===== src/rtl/xbm_pkg.sv =====
`timescale 1ns / 1ps
`default_nettype none
// ----------------------------------------------------------------------------
// XBM parser package
// Shared types, character codes, error codes and bit helpers.
// ----------------------------------------------------------------------------
package xbm_pkg;

   typedef enum logic [2:0] {
      PH_LINE   = 3'd0,
      PH_ZERO   = 3'd1,
      PH_X      = 3'd2,
      PH_DIGITS = 3'd3,
      PH_TRAIL  = 3'd4,
      PH_SEP    = 3'd5
   } phase_type;

   localparam logic [1:0] ERR_NONE    = 2'd0;
   localparam logic [1:0] ERR_HEX     = 2'd1;
   localparam logic [1:0] ERR_ILLEGAL = 2'd2;
   localparam logic [1:0] ERR_END     = 2'd3;

   localparam logic [7:0] CHAR_NUL    = 8'h00;
   localparam logic [7:0] CHAR_TAB    = 8'h09;
   localparam logic [7:0] CHAR_NL     = 8'h0a;
   localparam logic [7:0] CHAR_SPACE  = 8'h20;
   localparam logic [7:0] CHAR_COMMA  = 8'h2c;
   localparam logic [7:0] CHAR_ZERO   = 8'h30;
   localparam logic [7:0] CHAR_X      = 8'h78;
   localparam logic [7:0] CHAR_RBRACE = 8'h7d;

   localparam logic [15:0] WIDTH_RESET = 16'd8;

   typedef struct packed {
      logic       emit;
      logic [7:0] pixel_byte;
      logic       byte_valid;
      logic       row_end;
      logic [1:0] error_code;
   } result_type;

   // {valid, digit}
   function automatic logic [4:0] hex_decode(input logic [7:0] c);
      logic [4:0] r;
      r = 5'd0;
      if (c >= 8'h30 && c <= 8'h39) begin
         r = {1'b1, 4'(c - 8'h30)};
      end else if (c >= 8'h61 && c <= 8'h66) begin
         r = {1'b1, 4'(c - 8'h57)};
      end else if (c >= 8'h41 && c <= 8'h46) begin
         r = {1'b1, 4'(c - 8'h37)};
      end
      return r;
   endfunction

   function automatic logic [7:0] mirror8(input logic [7:0] v);
      logic [7:0] r;
      for (int i = 0; i < 8; i++) begin
         r[i] = v[7 - i];
      end
      return r;
   endfunction

endpackage
`default_nettype wire


===== src/rtl/xbm_parser_core.sv =====
`timescale 1ns / 1ps
`default_nettype none
// ----------------------------------------------------------------------------
// XBM parser core
// Token state machine, value accumulator, row counter and error latch.
// ----------------------------------------------------------------------------
module xbm_parser_core (
   input  wire               clock,
   input  wire               reset,
   input  wire               step_en,
   input  wire               kind,
   input  wire  [7:0]        char_code,
   input  wire  [15:0]       image_width,
   output xbm_pkg::result_type result
);

   xbm_pkg::phase_type phase_ff, phase_in;
   logic [7:0]  acc_ff, acc_in;
   logic [12:0] row_ff, row_in;
   logic        err_ff, err_in;

   logic        blank, sep, eol, is_zero, is_x, is_nl;
   logic [4:0]  hex;
   logic [16:0] width_sum;
   logic [13:0] row_bytes;
   logic        last;
   logic        do_byte, do_err;
   logic [1:0]  err_code;

   assign blank   = (char_code == xbm_pkg::CHAR_SPACE) || (char_code == xbm_pkg::CHAR_TAB);
   assign sep     = (char_code == xbm_pkg::CHAR_COMMA) || (char_code == xbm_pkg::CHAR_RBRACE);
   assign eol     = (char_code == xbm_pkg::CHAR_NL) || (char_code == xbm_pkg::CHAR_NUL);
   assign is_nl   = (char_code == xbm_pkg::CHAR_NL);
   assign is_zero = (char_code == xbm_pkg::CHAR_ZERO);
   assign is_x    = (char_code == xbm_pkg::CHAR_X);
   assign hex     = xbm_pkg::hex_decode(char_code);

   assign width_sum = {1'b0, image_width} + 17'd7;
   assign row_bytes = (width_sum[16:3] == 14'd0) ? 14'd1 : width_sum[16:3];
   assign last      = ({1'b0, row_ff} + 14'd1) >= row_bytes;

   // next phase
   always_comb begin
      phase_in = phase_ff;
      if (step_en && !err_ff) begin
         if (kind) begin
            case (phase_ff)
               xbm_pkg::PH_ZERO, xbm_pkg::PH_X, xbm_pkg::PH_SEP: phase_in = phase_ff;
               default: phase_in = xbm_pkg::PH_LINE;
            endcase
         end else begin
            case (phase_ff)
               xbm_pkg::PH_ZERO: begin
                  if (is_x) phase_in = xbm_pkg::PH_X;
               end
               xbm_pkg::PH_X: begin
                  if (hex[4]) phase_in = xbm_pkg::PH_DIGITS;
               end
               xbm_pkg::PH_DIGITS, xbm_pkg::PH_TRAIL: begin
                  if (phase_ff == xbm_pkg::PH_DIGITS && hex[4]) phase_in = xbm_pkg::PH_DIGITS;
                  else if (blank) phase_in = xbm_pkg::PH_TRAIL;
                  else if (eol)   phase_in = xbm_pkg::PH_LINE;
                  else if (sep)   phase_in = xbm_pkg::PH_SEP;
               end
               xbm_pkg::PH_SEP: begin
                  if (blank)        phase_in = xbm_pkg::PH_SEP;
                  else if (is_nl)   phase_in = xbm_pkg::PH_LINE;
                  else if (is_zero) phase_in = xbm_pkg::PH_ZERO;
               end
               default: begin
                  if (blank)        phase_in = xbm_pkg::PH_LINE;
                  else if (is_zero) phase_in = xbm_pkg::PH_ZERO;
               end
            endcase
         end
      end
   end

   // outputs and datapath updates
   always_comb begin
      do_byte  = 1'b0;
      do_err   = 1'b0;
      err_code = xbm_pkg::ERR_NONE;
      acc_in   = acc_ff;
      if (kind) begin
         case (phase_ff)
            xbm_pkg::PH_ZERO, xbm_pkg::PH_X: begin
               do_err   = 1'b1;
               err_code = xbm_pkg::ERR_HEX;
            end
            xbm_pkg::PH_DIGITS, xbm_pkg::PH_TRAIL: do_byte = 1'b1;
            xbm_pkg::PH_SEP: begin
               do_err   = (row_ff != 13'd0);
               err_code = xbm_pkg::ERR_HEX;
            end
            default: begin
               do_err   = (row_ff != 13'd0);
               err_code = xbm_pkg::ERR_END;
            end
         endcase
      end else begin
         case (phase_ff)
            xbm_pkg::PH_ZERO: begin
               do_err   = !is_x;
               err_code = xbm_pkg::ERR_HEX;
            end
            xbm_pkg::PH_X: begin
               do_err   = !hex[4];
               err_code = xbm_pkg::ERR_HEX;
               acc_in   = {4'd0, hex[3:0]};
            end
            xbm_pkg::PH_DIGITS, xbm_pkg::PH_TRAIL: begin
               if (phase_ff == xbm_pkg::PH_DIGITS && hex[4]) begin
                  acc_in = {acc_ff[3:0], hex[3:0]};
               end else if (!blank) begin
                  do_byte  = eol || sep;
                  do_err   = !(eol || sep);
                  err_code = xbm_pkg::ERR_ILLEGAL;
               end
            end
            xbm_pkg::PH_SEP: begin
               do_err   = !(blank || is_nl || is_zero);
               err_code = xbm_pkg::ERR_HEX;
               if (is_zero) acc_in = 8'd0;
            end
            default: begin
               do_err   = !(blank || is_zero);
               err_code = xbm_pkg::ERR_HEX;
               if (is_zero) acc_in = 8'd0;
            end
         endcase
      end
      if (do_byte) acc_in = 8'd0;

      row_in = row_ff;
      err_in = err_ff;
      if (step_en && !err_ff) begin
         if (do_byte) row_in = last ? 13'd0 : (row_ff + 13'd1);
         if (do_err)  err_in = 1'b1;
      end else begin
         acc_in = acc_ff;
      end

      result.emit       = step_en && !err_ff && (do_byte || do_err);
      result.pixel_byte = do_byte ? ~xbm_pkg::mirror8(acc_ff) : 8'd0;
      result.byte_valid = do_byte;
      result.row_end    = do_byte && last;
      result.error_code = do_byte ? xbm_pkg::ERR_NONE : err_code;
   end

   always_ff @(posedge clock) begin
      if (reset) begin
         phase_ff <= xbm_pkg::PH_LINE;
         acc_ff   <= 8'd0;
         row_ff   <= 13'd0;
         err_ff   <= 1'b0;
      end else begin
         phase_ff <= phase_in;
         acc_ff   <= acc_in;
         row_ff   <= row_in;
         err_ff   <= err_in;
      end
   end

endmodule
`default_nettype wire


===== src/rtl/xbm_hex_data_parser.sv =====
`timescale 1ns / 1ps
`default_nettype none
// ----------------------------------------------------------------------------
// XBM hex data parser
// Turns the hex pixel text of an XBM image into inverted, mirrored bytes.
// ----------------------------------------------------------------------------
// Usage:
//   req_* carries one text character per item (tuser high marks end of
//   input). rsp_* carries a pixel byte with tlast on the last byte of a
//   row, or a single error item; after an error no further item appears
//   until reset. csr_wr_en/csr_wr_data set the image width in pixels while
//   the block is idle.
// Timing:
//   An item is held in an input register, then parsed combinationally into
//   the result register, from which its result is offered. One item per
//   cycle is sustained while no result is held back by rsp_tready low; the
//   token state machine updates once per character.
// Reset:
//   Width returns to 8, parsing restarts at line start, the error latch
//   and row counter clear, both register stages empty.
// Stall:
//   With a result pending and rsp_tready low the result register holds; the
//   input register takes one more item if empty, then req_tready drops.
// ----------------------------------------------------------------------------
module xbm_hex_data_parser (
   input  wire         clock,
   input  wire         reset,
   input  wire         req_tvalid,
   output logic        req_tready,
   input  wire  [7:0]  req_tdata,   // [7:0] char_code
   input  wire         req_tuser,   // [0] kind
   output logic        rsp_tvalid,
   input  wire         rsp_tready,
   output logic [7:0]  rsp_tdata,   // [7:0] pixel_byte
   output logic [2:0]  rsp_tuser,   // [0] byte_valid, [2:1] error_code
   output logic        rsp_tlast,   // row_end
   input  wire         csr_wr_en,
   input  wire  [15:0] csr_wr_data
);

   logic [15:0] width_ff;
   logic        in_valid_ff;
   logic        in_kind_ff;
   logic [7:0]  in_char_ff;
   logic        out_valid_ff;
   logic [7:0]  out_pixel_ff;
   logic        out_bvalid_ff;
   logic        out_last_ff;
   logic [1:0]  out_err_ff;
   logic        advance;
   xbm_pkg::result_type result;

   assign advance    = in_valid_ff && (!out_valid_ff || rsp_tready);
   assign req_tready = !in_valid_ff || advance;

   xbm_parser_core u_core (
      .clock       (clock),
      .reset       (reset),
      .step_en     (advance),
      .kind        (in_kind_ff),
      .char_code   (in_char_ff),
      .image_width (width_ff),
      .result      (result)
   );

   always_ff @(posedge clock) begin
      if (reset) begin
         width_ff <= xbm_pkg::WIDTH_RESET;
      end else if (csr_wr_en) begin
         width_ff <= csr_wr_data;
      end
   end

   always_ff @(posedge clock) begin
      if (reset) begin
         in_valid_ff <= 1'b0;
      end else if (req_tvalid && req_tready) begin
         in_valid_ff <= 1'b1;
      end else if (advance) begin
         in_valid_ff <= 1'b0;
      end
   end

   always_ff @(posedge clock) begin
      if (req_tvalid && req_tready) begin
         in_kind_ff <= req_tuser;
         in_char_ff <= req_tdata;
      end
   end

   always_ff @(posedge clock) begin
      if (reset) begin
         out_valid_ff <= 1'b0;
      end else if (advance && result.emit) begin
         out_valid_ff <= 1'b1;
      end else if (rsp_tready) begin
         out_valid_ff <= 1'b0;
      end
   end

   always_ff @(posedge clock) begin
      if (advance && result.emit) begin
         out_pixel_ff  <= result.pixel_byte;
         out_bvalid_ff <= result.byte_valid;
         out_last_ff   <= result.row_end;
         out_err_ff    <= result.error_code;
      end
   end

   assign rsp_tvalid = out_valid_ff;
   assign rsp_tdata  = out_pixel_ff;
   assign rsp_tuser  = {out_err_ff, out_bvalid_ff};
   assign rsp_tlast  = out_last_ff;

   a_byte_xor_error: assert property (@(posedge clock) disable iff (reset)
      rsp_tvalid |-> (rsp_tuser[0] != (rsp_tuser[2:1] != xbm_pkg::ERR_NONE)))
      else $error("result must be either a byte or an error");

   a_error_final: assert property (@(posedge clock) disable iff (reset)
      (rsp_tvalid && rsp_tready && (rsp_tuser[2:1] != xbm_pkg::ERR_NONE)) |=> !rsp_tvalid)
      else $error("item delivered after an error");

   a_last_is_byte: assert property (@(posedge clock) disable iff (reset)
      (rsp_tvalid && rsp_tlast) |-> rsp_tuser[0])
      else $error("row end on a non-byte item");

endmodule
`default_nettype wire


===== config.mk =====
export PLATFORM = sky130hd
export DESIGN_NAME = xbm_hex_data_parser
export DESIGN_NICKNAME = d
export VERILOG_FILES = /design/src/rtl/xbm_pkg.sv /design/src/rtl/xbm_parser_core.sv /design/src/rtl/xbm_hex_data_parser.sv
export SDC_FILE = /design/constraint.sdc
export NUM_CORES = 1
export LEC_CHECK = 0
export BUFFER_PORTS_ARGS = -buffer_cell sky130_fd_sc_hd__buf_4
export CAP_MARGIN = 20
export CORE_ASPECT_RATIO = 1.5
export CORE_MARGIN = 1
export CORE_UTILIZATION = 35
export CTS_CLUSTER_DIAMETER = 150
export DETAILED_ROUTE_END_ITERATION = 7
export MAX_ROUTING_LAYER = met4
export SLEW_MARGIN = 5
export SYNTH_ARGS = -nofsm -noshare
export SYNTH_HDL_FRONTEND = slang
export SYNTH_HIERARCHICAL = 1
export SYNTH_SLANG_ARGS = --single-unit

===== constraint.sdc =====
create_clock -name clock -period 3.2 [get_ports clock]
set_input_delay 0 -clock clock [delete_from_list [all_inputs] [get_ports clock]]
set_output_delay 0 -clock clock [all_outputs]
set_load 0.05 [all_outputs]

==> impl_metrics.toml <==
[status]
outcome = "completed"

[cells_and_area]
fill_cells = 1024
drive_gt1_share_pct = 18.8
stdcell_area_um2 = 4970
area_growth_pct = 29.8
num-nets-final = 544
diodes = 0

[route]
dr.pass1.iters = 4
via_count = 3343
wire_per_inst_um = 14.1
vias_per_cell = 5.20
drtIter0Drc = 101
dr_wl_met2_mm = 4.96
wl_mm = 9.06
wl_met1_mm = 3.58
route.met3.wl_um = 272
drc = 0
dr.max_layer_used = "met4"
ant_nets = 0

[grt]
grt_use_total_pct = 17.4
antenna_found_initial = 0
grt_pass1_vias = 3230
grt-ovfl-total = 0
grt_pass1_wl_mm = 14.9
grt_max_degree = 42

[floorplanning]
die_x_um = 87.4
die_area_um2 = 11400
initial_core_util_pct = 36.1
row_count = 46
core_area_um2 = 10600
die_h_um = 130
io_pins = 44

[min_path]
min_path_type = "input port to flip-flop"
hold_end = "width_ff[13]$_SDFFE_PP0P_"
hold_path.startpoint = "reset"
hold_path_depth = 2

[setup_path]
regToRegSetupSlack_ns = 0.22
critPathMaxFanout = 10
cpMostUsedCell = "nand2_1"
rr_endpoint = "u_core/row_ff[2]$_SDFFE_PP0P_"
reg2reg_from = "width_ff[1]$_SDFFE_PP0P_"
crit_type = "flip-flop to flip-flop"
max_stage_delay_ns = 0.35
start_kind = "flip-flop"
crit_path_end_kind = "flip-flop"
arrival_ns = 3.19
slowest_stage = "dfxtp_1"
reg2reg_depth = 16
required_ns = 3.42
cp_top_family = "simple AND/OR/NAND/NOR gates"
crit_buf_inv = 2
cp_cell_sequence = "o31a_1 > and3_4 > nand2_1 > nor3_2 > and3_4 > nand2_1 > xor2_1 > ha_1 > nand4_1 > a21oi_1 > nand2_1 > a41oi_2 > buf_4 > buf_6 > o22ai_1 > a22o_1"

[clock_network]
h-tree-depth = 3
tritoncts = "done"
clock_tree.root_cell = "clkbuf_16"
cts_max_path_buffers = 2
clock_latency_ns = 0.33
cts.sinks = 64
clkTransAtPathRegs_ns = 0.06
cts_buffers = 9

[timing]
min_period_ns = 2.98
slew_headroom_pct = 59.6
period_share_pct = 93.0
setup_viol = 0
finalClockSkew_ns = 0.00536
tightest_slew_ns = 0.602
fin_setup_tns_ns = 0
slew_violations = 0
hold_viol = 0
finalHoldWorstSlack_ns = 0.0783
rsz0062_at_grt = "false"
clock.fmax_ghz = 0.336

[logic_synthesis]
syn_inst = 416
yosys.area.top_type = "dfxtp_1"
avgSynthCellArea_um2 = 9.20
synth_seq_area_share_pct = 39.0
ys_top_cells_by_area = "dfxtp_1 22%, edfxtp_1 16%, ha_1 6.5%, nor2_1 5.0%, mux2i_1 4.7%"
async_reset_ff_share_pct = 0
synth_top_area_share_pct = 22.5
yosys_register_bits = 64
syn_area_um2 = 3830
yosys_most_used_dff = "dfxtp_1"
synth_edf_count = 21
yosysUniqueCellTypes = 69
synth_nets = 466
ys.warnings.count = 6

[placement]
io_buffers = 43
place_area_um2 = 4310
routabilityCongestion = 0.854
hpwl_mm = 6.50

[flow_run]
drv_cap = 0

[power_and_ir_drop]
powerDensity_nw_per_um2 = 436
ir_worst_vdd_uv = 282
totalPowerFinal_w = 0.00217
power.static_leakage_nw = 1.94
-- synthesized netlist by cell type (3+ instances only) --
| cell type | number |
|---|---|
| buf_4 | 3 |
| o21ai_0 | 11 |
| buf_2 | 5 |
| or3_1 | 3 |
| xnor2_1 | 13 |
| o211ai_1 | 4 |
| o22ai_1 | 4 |
| nor3b_1 | 4 |
| clkbuf_1 | 8 |
| o41ai_1 | 3 |
| nor2b_1 | 8 |
| xor2_1 | 9 |
| edfxtp_1 | 21 |
| and3_1 | 5 |
| nand2_1 | 37 |
| nand4_1 | 9 |
| nor2_1 | 51 |
| o31ai_1 | 3 |
| a2bb2oi_1 | 4 |
| mux2i_1 | 18 |
| a22o_1 | 4 |
| a21oi_1 | 15 |
| dfxtp_1 | 43 |
| a31oi_1 | 4 |
| nor4_1 | 4 |
| nand3_1 | 12 |
| o21ai_1 | 8 |
| nor3_1 | 6 |
| inv_1 | 11 |
| and2_1 | 3 |
| and3b_1 | 3 |
| ha_1 | 20 |
| nand3b_1 | 12 |
| nand2b_1 | 7 |
-- what timing repair did --
item | in CTS | in global routing
hold endpoints to repair | 27 | 0
setup buffers | 0 | 2
resized for setup | 0 | 11
setup endpoints to repair | 0 | 13
hold buffers | 28 | 0
-- layout make-up --
class | instances | area, µm² | area share (%)
Timing Repair Buffer | 86 | 719 | 14.5
Multi-Input combinational cell | 321 | 2200 | 44.3
Clock buffer | 10 | 239 | 4.81
Inverter | 12 | 45.0 | 0.907
Tap cell | 144 | 180 | 3.63
Clock inverter | 6 | 91.3 | 1.84
Sequential cell | 64 | 1490 | 30.1
-- report_power, final --
group | internal [W] | switching, W
registers | 0.000861 | 0.0000276
logic | 0.000112 | 0.0000896
clock network | 0.000706 | 0.000370
-- worst max-delay path by stage --
stage                     cells past startpoint                startpoint  slack, ns                        endpoint
after global routing                         15  width_ff[1]$_SDFFE_PP0P_      0.009  u_core/row_ff[10]$_SDFFE_PP0P_
after CTS                                    16  width_ff[3]$_SDFFE_PP1P_       0.04   u_core/row_ff[2]$_SDFFE_PP0P_
after detailed placement                     16  width_ff[3]$_SDFFE_PP1P_       0.08   u_core/row_ff[2]$_SDFFE_PP0P_
after global placement                       16  width_ff[3]$_SDFFE_PP1P_       0.15   u_core/row_ff[2]$_SDFFE_PP0P_
after floorplan                              15  width_ff[3]$_SDFFE_PP1P_       0.06   u_core/row_ff[2]$_SDFFE_PP0P_
final                                        16  width_ff[1]$_SDFFE_PP0P_       0.22   u_core/row_ff[2]$_SDFFE_PP0P_
-- worst register-to-register path: stages (launching register included) --
cell	delay, ns
dfxtp_1	0.35
o31a_1	0.17
and3_4	0.20
nand2_1	0.10
nor3_2	0.24
and3_4	0.24
nand2_1	0.06
xor2_1	0.15
ha_1	0.30
nand4_1	0.10
a21oi_1	0.12
nand2_1	0.10
a41oi_2	0.14
buf_4	0.16
buf_6	0.14
o22ai_1	0.08
a22o_1	0.21
-- state kept, by name (all words and copies together), names as in the netlist --
| name | cells |
|---|---|
| width_ff | 16 |
| out_bvalid_ff | 1 |
| in_valid_ff | 1 |
| u_core/acc_ff | 8 |
| in_kind_ff | 1 |
| rsp_tdata | 8 |
| rsp_tlast | 1 |
| u_core/err_ff | 1 |
| out_err_ff | 2 |
| u_core/phase_ff | 3 |
| in_char_ff | 8 |
| rsp_tvalid | 1 |
| u_core/row_ff | 13 |
-- stage by stage --
step	cells	worst slack [ns]	utilization, %
after global placement	597	0.151	40.7
after global routing	643	0.00939	46.9
after detailed placement	597	0.0771	40.7
final	643	0.224	46.9
after floorplan	416	0.0625	-
after CTS	641	0.0358	46.4
-- placed cells by master (no fill, tap or decap), types with 5 or more instances in the layout --
cell and count:
buf_4 57, nor2_1 50, dfxtp_1 42, nand2_1 37
dlygate4sd3_1 28, edfxtp_1 21, ha_1 20, mux2i_1 18
a21oi_1 15, xnor2_1 13, nand3b_1 12, nand3_1 12
inv_1 11, clkbuf_16 9, xor2_1 9, nand4_1 9
o21ai_1 9, o21ai_0 9, nor2b_1 8, nand2b_1 7
nor3_1 5
-- cell families (layout without fill, tap and decap cells) --
group,Yosys count,in the layout,synth area share (%)
multiplexers,20,20,5.40
AND/OR/NAND/NOR,178,178,24.8
XOR/XNOR,22,22,5.04
flip-flops,64,64,39.0
AO/OA/AOI/OAI,81,81,14.9
buffers and inverters,31,114,4.32
adder cells (fa/ha/maj),20,20,6.54
-- layer usage --
layer / up-vias / global-route usage [%]
met5: - / -
met4: 0 / 7.52
met3: 19 / 3.54
met2: 66 / 32.4
met1: 1579 / 17.2
li1: 1679 / -
Note: power is estimated with default switching activity, not from simulation.
